## config.mk

```make
export PLATFORM = sky130hd
export DESIGN_NAME = neuron_mac_softsign
export DESIGN_NICKNAME = d
export VERILOG_FILES = /design/src/rtl/core/nmss_pkg.sv /design/src/rtl/core/neuron_mac_softsign.sv
export SDC_FILE = /design/constraint.sdc
export NUM_CORES = 2
export LEC_CHECK = 0
export BUFFER_PORTS_ARGS = -buffer_cell sky130_fd_sc_hd__buf_2
export CORE_MARGIN = 4
export CORE_UTILIZATION = 52
export DETAILED_ROUTE_END_ITERATION = 16
export PLACE_DENSITY_LB_ADDON = 0.05
export SLEW_MARGIN = 40
export SYNTH_ARGS = -nofsm -noshare
export SYNTH_HDL_FRONTEND = slang
export SYNTH_SLANG_ARGS = --single-unit
```

## constraint.sdc

```tcl
create_clock -name clk -period 7.2 [get_ports clk]
set_input_delay 1.08 -clock clk [delete_from_list [all_inputs] [get_ports clk]]
set_output_delay 1.08 -clock clk [all_outputs]
set_load 0.05 [all_outputs]
```

## src/rtl/core/nmss_pkg.sv

```systemverilog
`timescale 1ns / 1ps
// Package: widths, codes, state type and saturation helpers for the neuron MAC.
package nmss_pkg;

  localparam int SRC_W   = 16;
  localparam int PROD_W  = 32;
  localparam int ACC_W   = 40;
  localparam int RES_W   = 32;
  localparam int KIND_W  = 2;
  localparam int DLEN_W  = 7;
  localparam int ADDR_W  = 3;
  localparam int DATA_W  = 32;
  localparam int FRAC_W  = 24;
  localparam int DIV_STEPS = FRAC_W;
  localparam int CNT_W   = $clog2(DIV_STEPS);

  localparam logic [ACC_W-1:0] ONE_Q24 = ACC_W'(1) << FRAC_W;

  localparam logic ADDR_KIND = 1'b0;
  localparam logic ADDR_DLEN = 1'b1;

  localparam logic [KIND_W-1:0] KIND_SOFTSIGN = 2'd0;
  localparam logic [KIND_W-1:0] KIND_LINEAR   = 2'd1;
  localparam logic [KIND_W-1:0] KIND_DELAYED  = 2'd2;

  typedef enum logic [5:0] {
    S_MAC  = 6'b000001,
    S_SUM  = 6'b000010,
    S_PREP = 6'b000100,
    S_DIV  = 6'b001000,
    S_READ = 6'b010000,
    S_OUT  = 6'b100000
  } state_t;

  function automatic logic signed [ACC_W-1:0] sat_acc(input logic signed [ACC_W:0] v);
    logic signed [ACC_W-1:0] r;
    if (v[ACC_W] != v[ACC_W-1]) begin
      r = v[ACC_W] ? {1'b1, {(ACC_W-1){1'b0}}} : {1'b0, {(ACC_W-1){1'b1}}};
    end else begin
      r = v[ACC_W-1:0];
    end
    return r;
  endfunction

  function automatic logic signed [RES_W-1:0] sat_res(input logic signed [ACC_W-1:0] v);
    logic signed [RES_W-1:0] r;
    if (v[ACC_W-1:RES_W-1] == '0 || v[ACC_W-1:RES_W-1] == '1) begin
      r = v[RES_W-1:0];
    end else begin
      r = v[ACC_W-1] ? {1'b1, {(RES_W-1){1'b0}}} : {1'b0, {(RES_W-1){1'b1}}};
    end
    return r;
  endfunction

endpackage

```

## src/rtl/core/neuron_mac_softsign.sv

```systemverilog
`timescale 1ns / 1ps
// Top level: single perceptron neuron with link MAC and selectable activation.
// Links stream in at one request per cycle while in_ready is high, through a
// registered 16x16 product and a saturating 40-bit Q16.24 accumulator. The
// request marked last_link ends the evaluation and drops in_ready through S_SUM
// and then S_OUT (linear kind), S_READ and S_OUT (delayed kind, one read of the
// delay-line memory) or S_PREP, S_DIV and S_OUT (softsign kind, a setup state
// and a 24-step restoring divider producing one quotient bit per cycle);
// in_ready stays low longer while the previous result still waits in the
// output register. The delay line is a MAX_DELAY-entry synchronous memory; a
// fill count stands in for its cleared contents, so there is no clearing pass
// after reset or after a write of delay_length. A finished result waits in the
// output register while the next evaluation's links are taken.
module neuron_mac_softsign
  import nmss_pkg::*;
#(
  parameter int MAX_DELAY = 64
) (
  input  logic                     clk,
  input  logic                     rst,
  input  logic                     psel,
  input  logic                     penable,
  input  logic                     pwrite,
  input  logic [ADDR_W-1:0]        paddr,
  input  logic [DATA_W-1:0]        pwdata,
  output logic [DATA_W-1:0]        prdata,
  output logic                     pready,
  input  logic                     in_valid,
  output logic                     in_ready,
  input  logic signed [SRC_W-1:0]  source_value,
  input  logic signed [SRC_W-1:0]  link_weight,
  input  logic                     last_link,
  output logic                     out_valid,
  input  logic                     out_ready,
  output logic signed [RES_W-1:0]  result_value
);

  localparam int PTR_W = (MAX_DELAY > 1) ? $clog2(MAX_DELAY) : 1;
  localparam int DLY_W = $clog2(MAX_DELAY + 1);
  localparam int CMP_W = (DLY_W > DLEN_W) ? DLY_W : DLEN_W;

  state_t state;

  logic [KIND_W-1:0] neuron_kind;
  logic [DLEN_W-1:0] delay_length;

  logic signed [PROD_W-1:0] prod;
  logic                     prod_valid;
  logic                     prod_last;
  logic signed [ACC_W-1:0]  acc;
  logic signed [ACC_W-1:0]  acc_sum;
  logic signed [ACC_W-1:0]  sum;
  logic signed [RES_W-1:0]  sum32;
  logic signed [RES_W-1:0]  res;

  logic [ACC_W-1:0]  div_rem;
  logic [ACC_W-1:0]  div_den;
  logic [ACC_W:0]    rem_sh;
  logic              rem_ge;
  logic [FRAC_W-1:0] div_q;
  logic [FRAC_W-1:0] q_next;
  logic              div_neg;
  logic [CNT_W-1:0]  div_cnt;
  logic [ACC_W-1:0]  mag;

  logic [RES_W-1:0] dmem [MAX_DELAY];
  logic [RES_W-1:0] rd_data;
  logic [PTR_W-1:0] ptr;
  logic [PTR_W-1:0] rd_idx;
  logic [DLY_W-1:0] fill;
  logic [CMP_W-1:0] dlen_ext;
  logic [DLY_W-1:0] dly;
  logic [DLY_W:0]   idx_wide;
  logic             cfg_we;
  logic             out_load;

  assign pready = 1'b1;
  assign cfg_we = psel && penable && pwrite;

  always_comb begin
    case (paddr[2])
      ADDR_KIND: prdata = DATA_W'(neuron_kind);
      ADDR_DLEN: prdata = DATA_W'(delay_length);
      default:   prdata = '0;
    endcase
  end

  assign in_ready = (state == S_MAC);
  assign out_load = (state == S_OUT) && (!out_valid || out_ready);

  assign acc_sum = sat_acc((ACC_W+1)'(acc) + (ACC_W+1)'(prod));
  assign sum32   = sat_res(sum);
  assign mag     = sum[ACC_W-1] ? ACC_W'(-sum) : ACC_W'(sum);

  assign rem_sh  = {div_rem, 1'b0};
  assign rem_ge  = rem_sh >= {1'b0, div_den};
  assign q_next  = {div_q[FRAC_W-2:0], rem_ge};

  assign dlen_ext = CMP_W'(delay_length);
  assign dly      = (dlen_ext > CMP_W'(MAX_DELAY)) ? DLY_W'(MAX_DELAY) : DLY_W'(dlen_ext);
  assign idx_wide = ((DLY_W+1)'(ptr) >= (DLY_W+1)'(dly)) ?
                    (DLY_W+1)'(ptr) - (DLY_W+1)'(dly) :
                    (DLY_W+1)'(ptr) + (DLY_W+1)'(MAX_DELAY) - (DLY_W+1)'(dly);
  assign rd_idx   = idx_wide[PTR_W-1:0];

  always_ff @(posedge clk) begin
    if (state == S_READ) begin
      dmem[ptr] <= sum32;
    end
    rd_data <= dmem[rd_idx];
  end

  always_ff @(posedge clk) begin
    if (rst) begin
      neuron_kind  <= KIND_SOFTSIGN;
      delay_length <= '0;
    end else if (cfg_we) begin
      case (paddr[2])
        ADDR_KIND: neuron_kind  <= pwdata[KIND_W-1:0];
        ADDR_DLEN: delay_length <= pwdata[DLEN_W-1:0];
        default: ;
      endcase
    end
  end

  always_ff @(posedge clk) begin
    if (in_valid && in_ready) begin
      prod      <= PROD_W'(source_value) * PROD_W'(link_weight);
      prod_last <= last_link;
    end
  end

  always_ff @(posedge clk) begin
    if (rst) begin
      state      <= S_MAC;
      prod_valid <= 1'b0;
      acc        <= '0;
      out_valid  <= 1'b0;
      ptr        <= '0;
      fill       <= '0;
      div_cnt    <= '0;
    end else begin
      prod_valid <= in_valid && in_ready;
      if (prod_valid) begin
        acc <= prod_last ? '0 : acc_sum;
      end
      if (out_valid && out_ready && !out_load) begin
        out_valid <= 1'b0;
      end
      if (cfg_we && paddr[2] == ADDR_DLEN) begin
        ptr  <= '0;
        fill <= '0;
      end
      case (state)
        S_MAC: begin
          if (in_valid && last_link) begin
            state <= S_SUM;
          end
        end
        S_SUM: begin
          case (neuron_kind)
            KIND_SOFTSIGN: state <= S_PREP;
            KIND_DELAYED:  state <= S_READ;
            default:       state <= S_OUT;
          endcase
        end
        S_PREP: begin
          div_cnt <= '0;
          state   <= S_DIV;
        end
        S_DIV: begin
          div_cnt <= div_cnt + 1'b1;
          if (div_cnt == CNT_W'(DIV_STEPS - 1)) begin
            state <= S_OUT;
          end
        end
        S_READ: begin
          ptr <= (ptr == PTR_W'(MAX_DELAY - 1)) ? '0 : ptr + 1'b1;
          if (fill != DLY_W'(MAX_DELAY)) begin
            fill <= fill + 1'b1;
          end
          state <= S_OUT;
        end
        S_OUT: begin
          if (out_load) begin
            out_valid <= 1'b1;
            state     <= S_MAC;
          end
        end
        default: state <= S_MAC;
      endcase
    end
  end

  always_ff @(posedge clk) begin
    case (state)
      S_SUM: begin
        sum <= acc_sum;
        res <= sat_res(acc_sum);
      end
      S_PREP: begin
        div_neg <= sum[ACC_W-1];
        div_rem <= mag;
        div_den <= ONE_Q24 + mag;
        div_q   <= '0;
      end
      S_DIV: begin
        div_rem <= rem_ge ? ACC_W'(rem_sh - {1'b0, div_den}) : rem_sh[ACC_W-1:0];
        div_q   <= q_next;
        if (div_cnt == CNT_W'(DIV_STEPS - 1)) begin
          res <= div_neg ? -RES_W'(q_next) : RES_W'(q_next);
        end
      end
      S_READ: begin
        if (dly == '0) begin
          res <= sum32;
        end else if (fill < dly) begin
          res <= '0;
        end else begin
          res <= rd_data;
        end
      end
      default: ;
    endcase
    if (out_load) begin
      result_value <= res;
    end
  end

endmodule

```

Word-level counts from Yosys, hierarchy flattened --
Memory sizes are Yosys's and may differ from the RTL's. A register that Yosys moved wholly into a read port is not among the register bits. Index checks and enable logic that the tools add are counted.
Word-level totals: register bits 316, bits of input ports 75, memories 1, bits in writable memories 2048
Operators by class: eq/ne operators 16, muxes and demuxes 36, order comparisons 4, bitwise logic cells 1, $add $sub $neg 11, reductions and logical operators 24, $mul 1
Memory list:
- dmem | depth 64, width 32, read ports 1, clocked after Yosys merged registers in 1, write ports 1, line neuron_mac_softsign.sv:66 | logic [RES_W-1:0] dmem [MAX_DELAY];
Operators with widths (count):
- $mux 32 | 8
- $mux 40 | 5
- $pmux 32 s3 | 1
- $pmux 40 s2 | 1
- $pmux 32 s2 | 1
- $pmux 23 s2 | 1
- $mux 6 | 7
- $add 40x32->41 | 1
- $ge 41x40->1 | 1
- $add 25x40->40 const A | 1
- $neg 40->40 | 1
- $sub 40x40->40 | 1
- $pmux 6 s6 | 1
- $mul 16x16->32 | 1
- $neg 24->32 | 1
- $mux 7 | 4
- $eq 9x9->1 const B | 2
- $logic_not 9->1 | 2
- $add 6x1->6 const B | 2
- $eq 6x6->1 const B | 2
- $pmux 6 s2 | 1
- $sub 6x6->6 | 2
- $pmux 5 s2 | 1
- $logic_and 1x1->1 | 8
- other kinds (26) | 37

Depth between registers and ports, before layout --
depth in word-level cells 8, mapped depth 26, depth with buffers taken out 25

Least setup slack after synthesis --
Ideal clock, no wire load.
path type input -> register, start point input port link_weight[7], end point register prod[31], data pin, required time 6.940 ns, stages 24, arrival time 6.706 ns, slack 0.234 ns, path buffers 1, cell sequence clkbuf_1 > nand2_1 > fa_1 > inv_1 > fa_1 > inv_1 > fa_1 > inv_1 > fa_1 > fa_1 > inv_1 > fa_1 > inv_1 > ha_1 > a21o_1 > a21o_1 > a21oi_1 > o21ai_0 > a31oi_1 > o21ai_0 > o41ai_1 > o2111ai_1 > a21oi_1 > xnor2_1
Between the ends: longest elaborated chain between the ends 1
Ends and longest elaborated chain:
- from (decl) | line neuron_mac_softsign.sv:31 | input logic signed [SRC_W-1:0] link_weight,
- $mul 16x16->32 | line neuron_mac_softsign.sv:128 | prod <= PROD_W'(source_value) * PROD_W'(link_weight);
- to (signal assigned) | line neuron_mac_softsign.sv:128
- to (decl) | line neuron_mac_softsign.sv:47 | logic signed [PROD_W-1:0] prod;
No other way between the ends. A chain may end at the register's enable or synchronous reset.

Worst setup path after layout --
start point input port link_weight[1], end point register prod[31], data pin
The elaborated chain is that of the path after synthesis.

==> flow_summary.json <==
{
  "path_clk_slew_ns": 0.06,
  "cts.sinks": 2396,
  "power_w": 0.04243,
  "r2r_end": "res[17]$_DFFE_PP_",
  "gp_congestion": 0.8989,
  "period_minus_slack_ns": 6.495,
  "grt_use_total": 0.2585,
  "pin_count": 142,
  "drive_gt1_frac": 0.2211,
  "synth_cells": 6296,
  "ctsHoldBuffers": 0,
  "finalSetupViolations": 0,
  "clockBufferDepth": 3,
  "insertion_delay_ns": 0.88,
  "rr_worst_depth": 17,
  "power_frac_seq": 0.397,
  "yosysTopAreaCell": "edfxtp_1",
  "grt_pass1_wl_mm": 404.2,
  "die_area_um2": 215100,
  "ys_seq_elements": 2396,
  "rsz0062_at_grt": "false",
  "p_sw_frac": 0.3228,
  "p_per_area_nw_per_um2": 350.5,
  "route.final.wire_length_mm": 277.2,
  "r2r-start": "prod[31]$_DFFE_PP_",
  "clock_skew_ns": 0.02922,
  "ys_warn_count": 0,
  "finalSetupTns_ns": 0,
  "synthFlopType": "edfxtp_1",
  "synth_edf_count": 2289,
  "power.leakage_nw": 41.43,
  "first_global_vias": 59230,
  "cp-endpoint": "prod[31]$_DFFE_PP_",
  "cts_buffers": 238,
  "drc_errors": 0,
  "slew_headroom": 0.3397,
  "cp.required_ns": 7.80,
  "rows": 167,
  "netSwitchingPower_w": 0.01370,
  "grt_overflow": 0,
  "via_count": 57870,
  "fp.dieH_um": 463.8,
  "firstDrtPassIters": 6,
  "max_slew.worst_pin.slew_ns": 0.9845,
  "syn_avg_cell_area_um2": 17.16,
  "cts_max_level": 4,
  "netlist_top_cells_area": "edfxtp_1, mux4_2, fa_1",
  "grt_max_degree": 107,
  "period_share": 0.9021,
  "final_nets": 7099,
  "cp.arrival_ns": 7.09,
  "grt_antenna_before_repair": 13,
  "max_freq_ghz": 0.1540,
  "die_w_um": 463.8,
  "cp-end-kind": "register",
  "crit_type": "in2reg",
  "cts_tree": "built",
  "avgRoutedWirePerCell_um": 29.23,
  "dp_hpwl_mm": 159.8,
  "synthToLayoutAreaGrowth_pct": 12.07,
  "p_comb_frac": 0.319,
  "drtIter0Drc": 6166,
  "worstHoldPathType": "reg2reg",
  "core_um2": 206900,
  "startpoint_type": "primary input",
  "syn-cell-area_um2": 108000,
  "finalMaxSlewViolations": 0,
  "crit_start": "link_weight[1]",
  "vias_per_cell": 6.103,
  "yosysMostFrequentCell": "edfxtp_1",
  "ir_drop_uv": 617.5,
  "hold_depth": 0,
  "p_clk_frac": 0.283,
  "synth_top_area_share": 0.6363,
  "path_max_fanout": 8,
  "p_int_w": 0.02874,
  "synthDistinctLibCells": 98,
  "hold_violations": 0,
  "seq_area_frac_synth": 0.6562,
  "ant_nets": 0,
  "status": "finished clean",
  "r2r_slack_ns": 1.05,
  "numPortBuffers": 88,
  "synth-async-reset-ratio": 0,
  "yosys-top-cells-count": "edfxtp_1, mux4_2, inv_1, nand2_1, nor2_1",
  "post_cts_buffers": 0,
  "maxCapViolCount": 0,
  "start_util": 0.5222,
  "cts_root_buf": "clkbuf_16",
  "cts_resized": 0
}
==> critical path, cell delays in order <==
cell and delay [ns]:
buf_2 0.17, buf_4 0.16, nand2_1 0.09, inv_1 0.10
fa_1 0.58, inv_1 0.07, fa_1 0.56, fa_1 0.45
fa_1 0.58, fa_1 0.44, fa_1 0.49, inv_1 0.04
ha_1 0.29, a21o_1 0.16, a21oi_1 0.16, o21ai_0 0.11
a31oi_1 0.30, o21ai_0 0.28, o41ai_1 0.38, buf_4 0.20
o2111ai_1 0.11, a21oi_1 0.18, xnor2_1 0.09
==> power groups by stage <==
stage / Combinational (W) / Clock (W) / Sequential (W)
after floorplan: 0.00893 / 0 / 0.0170
after global placement: 0.0133 / 0 / 0.0171
after detailed placement: 0.0135 / 0 / 0.0171
after CTS: 0.0136 / 0.0122 / 0.0169
after global routing: 0.0150 / 0.0128 / 0.0169
final: 0.0136 / 0.0120 / 0.0169
==> routing by layer <==
| metal | routed length [um] | share of wire | track usage | vias to the layer above |
|---|---|---|---|---|
| met2 | 133500 | 0.48 | 0.4156 | 2046 |
| met4 | 7613 | 0.027 | 0.06937 | 0 |
| li1 | - | - | - | 24860 |
| met1 | 114700 | 0.41 | 0.3703 | 30610 |
| met5 | 0 | 0 | 0 | - |
| met3 | 21350 | 0.077 | 0.04497 | 360 |
==> cell families after synthesis <==
kind of cell,count (synthesis),synth area share
flops,2396,0.6562
simple gates,1103,0.05034
compound gates,773,0.04556
buf+inv,722,0.02639
mux,685,0.1376
fa+ha+maj,447,0.07020
xor+xnor,168,0.01362
other cells,2,0.00006953
==> state kept, by name, indices dropped and copies added, names as in the netlist, 2 cells and up <==
register	flops
div_q	23
ptr	6
dmem	2048
div_cnt	5
delay_length	7
acc	40
div_den	40
prod	32
neuron_kind	2
fill	7
div_rem	40
res	32
sum	40
state	6
rd_data	32
result_value	32
==> stage by stage <==
stage,setup slack (ns),cell area (um^2),hold slack [ns],util,cells
2_1_floorplan,0.2343,108100,0.4003,-,6320
4_1_cts,0.8366,120900,0.3503,0.5846,9474
3_5_place_dp,-0.02901,113400,0.4045,0.5482,9036
6_report,0.7049,121100,0.3978,0.5852,9482
5_1_grt,0.4836,121100,0.3709,0.5852,9481
3_3_place_gp,-0.05104,113300,0.4057,0.5478,9035
==> how the worst min path moves through the flow <==
stage	start	end
6_report	res[26]$_DFFE_PP_	result_value[26]$_DFFE_PP_
3_5_place_dp	res[20]$_DFFE_PP_	result_value[20]$_DFFE_PP_
2_1_floorplan	res[0]$_DFFE_PP_	result_value[0]$_DFFE_PP_
4_1_cts	last_link	prod_last$_DFFE_PP_
5_1_grt	last_link	prod_last$_DFFE_PP_
3_3_place_gp	res[17]$_DFFE_PP_	result_value[17]$_DFFE_PP_
==> layout make-up <==
type,instances,area [um^2]
Antenna cell,3,7.507
Clock buffer,296,6265
Clock inverter,142,1265
Fill cell,15780,85800
Inverter,394,1479
Multi-Input combinational cell,3202,35110
Sequential cell,2396,70880
Tap cell,2704,3383
Timing Repair Buffer,345,2671
==> cells in the final DEF, fill, tap and decap left out, types with 50 or more instances in the layout <==
cell type,count
mux4_2,640
inv_1,390
buf_4,229
ha_1,181
and2_1,158
nand2_1,317
fa_1,264
a21o_1,69
clkinv_1,61
buf_2,88
a21oi_1,269
nor2_1,236
nor2b_1,87
dfxtp_1,107
clkbuf_1,50
o21ai_0,111
nor2_4,62
edfxtp_1,2289
xnor2_1,121
clkbuf_16,239
(Power assumes the default switching activity.)
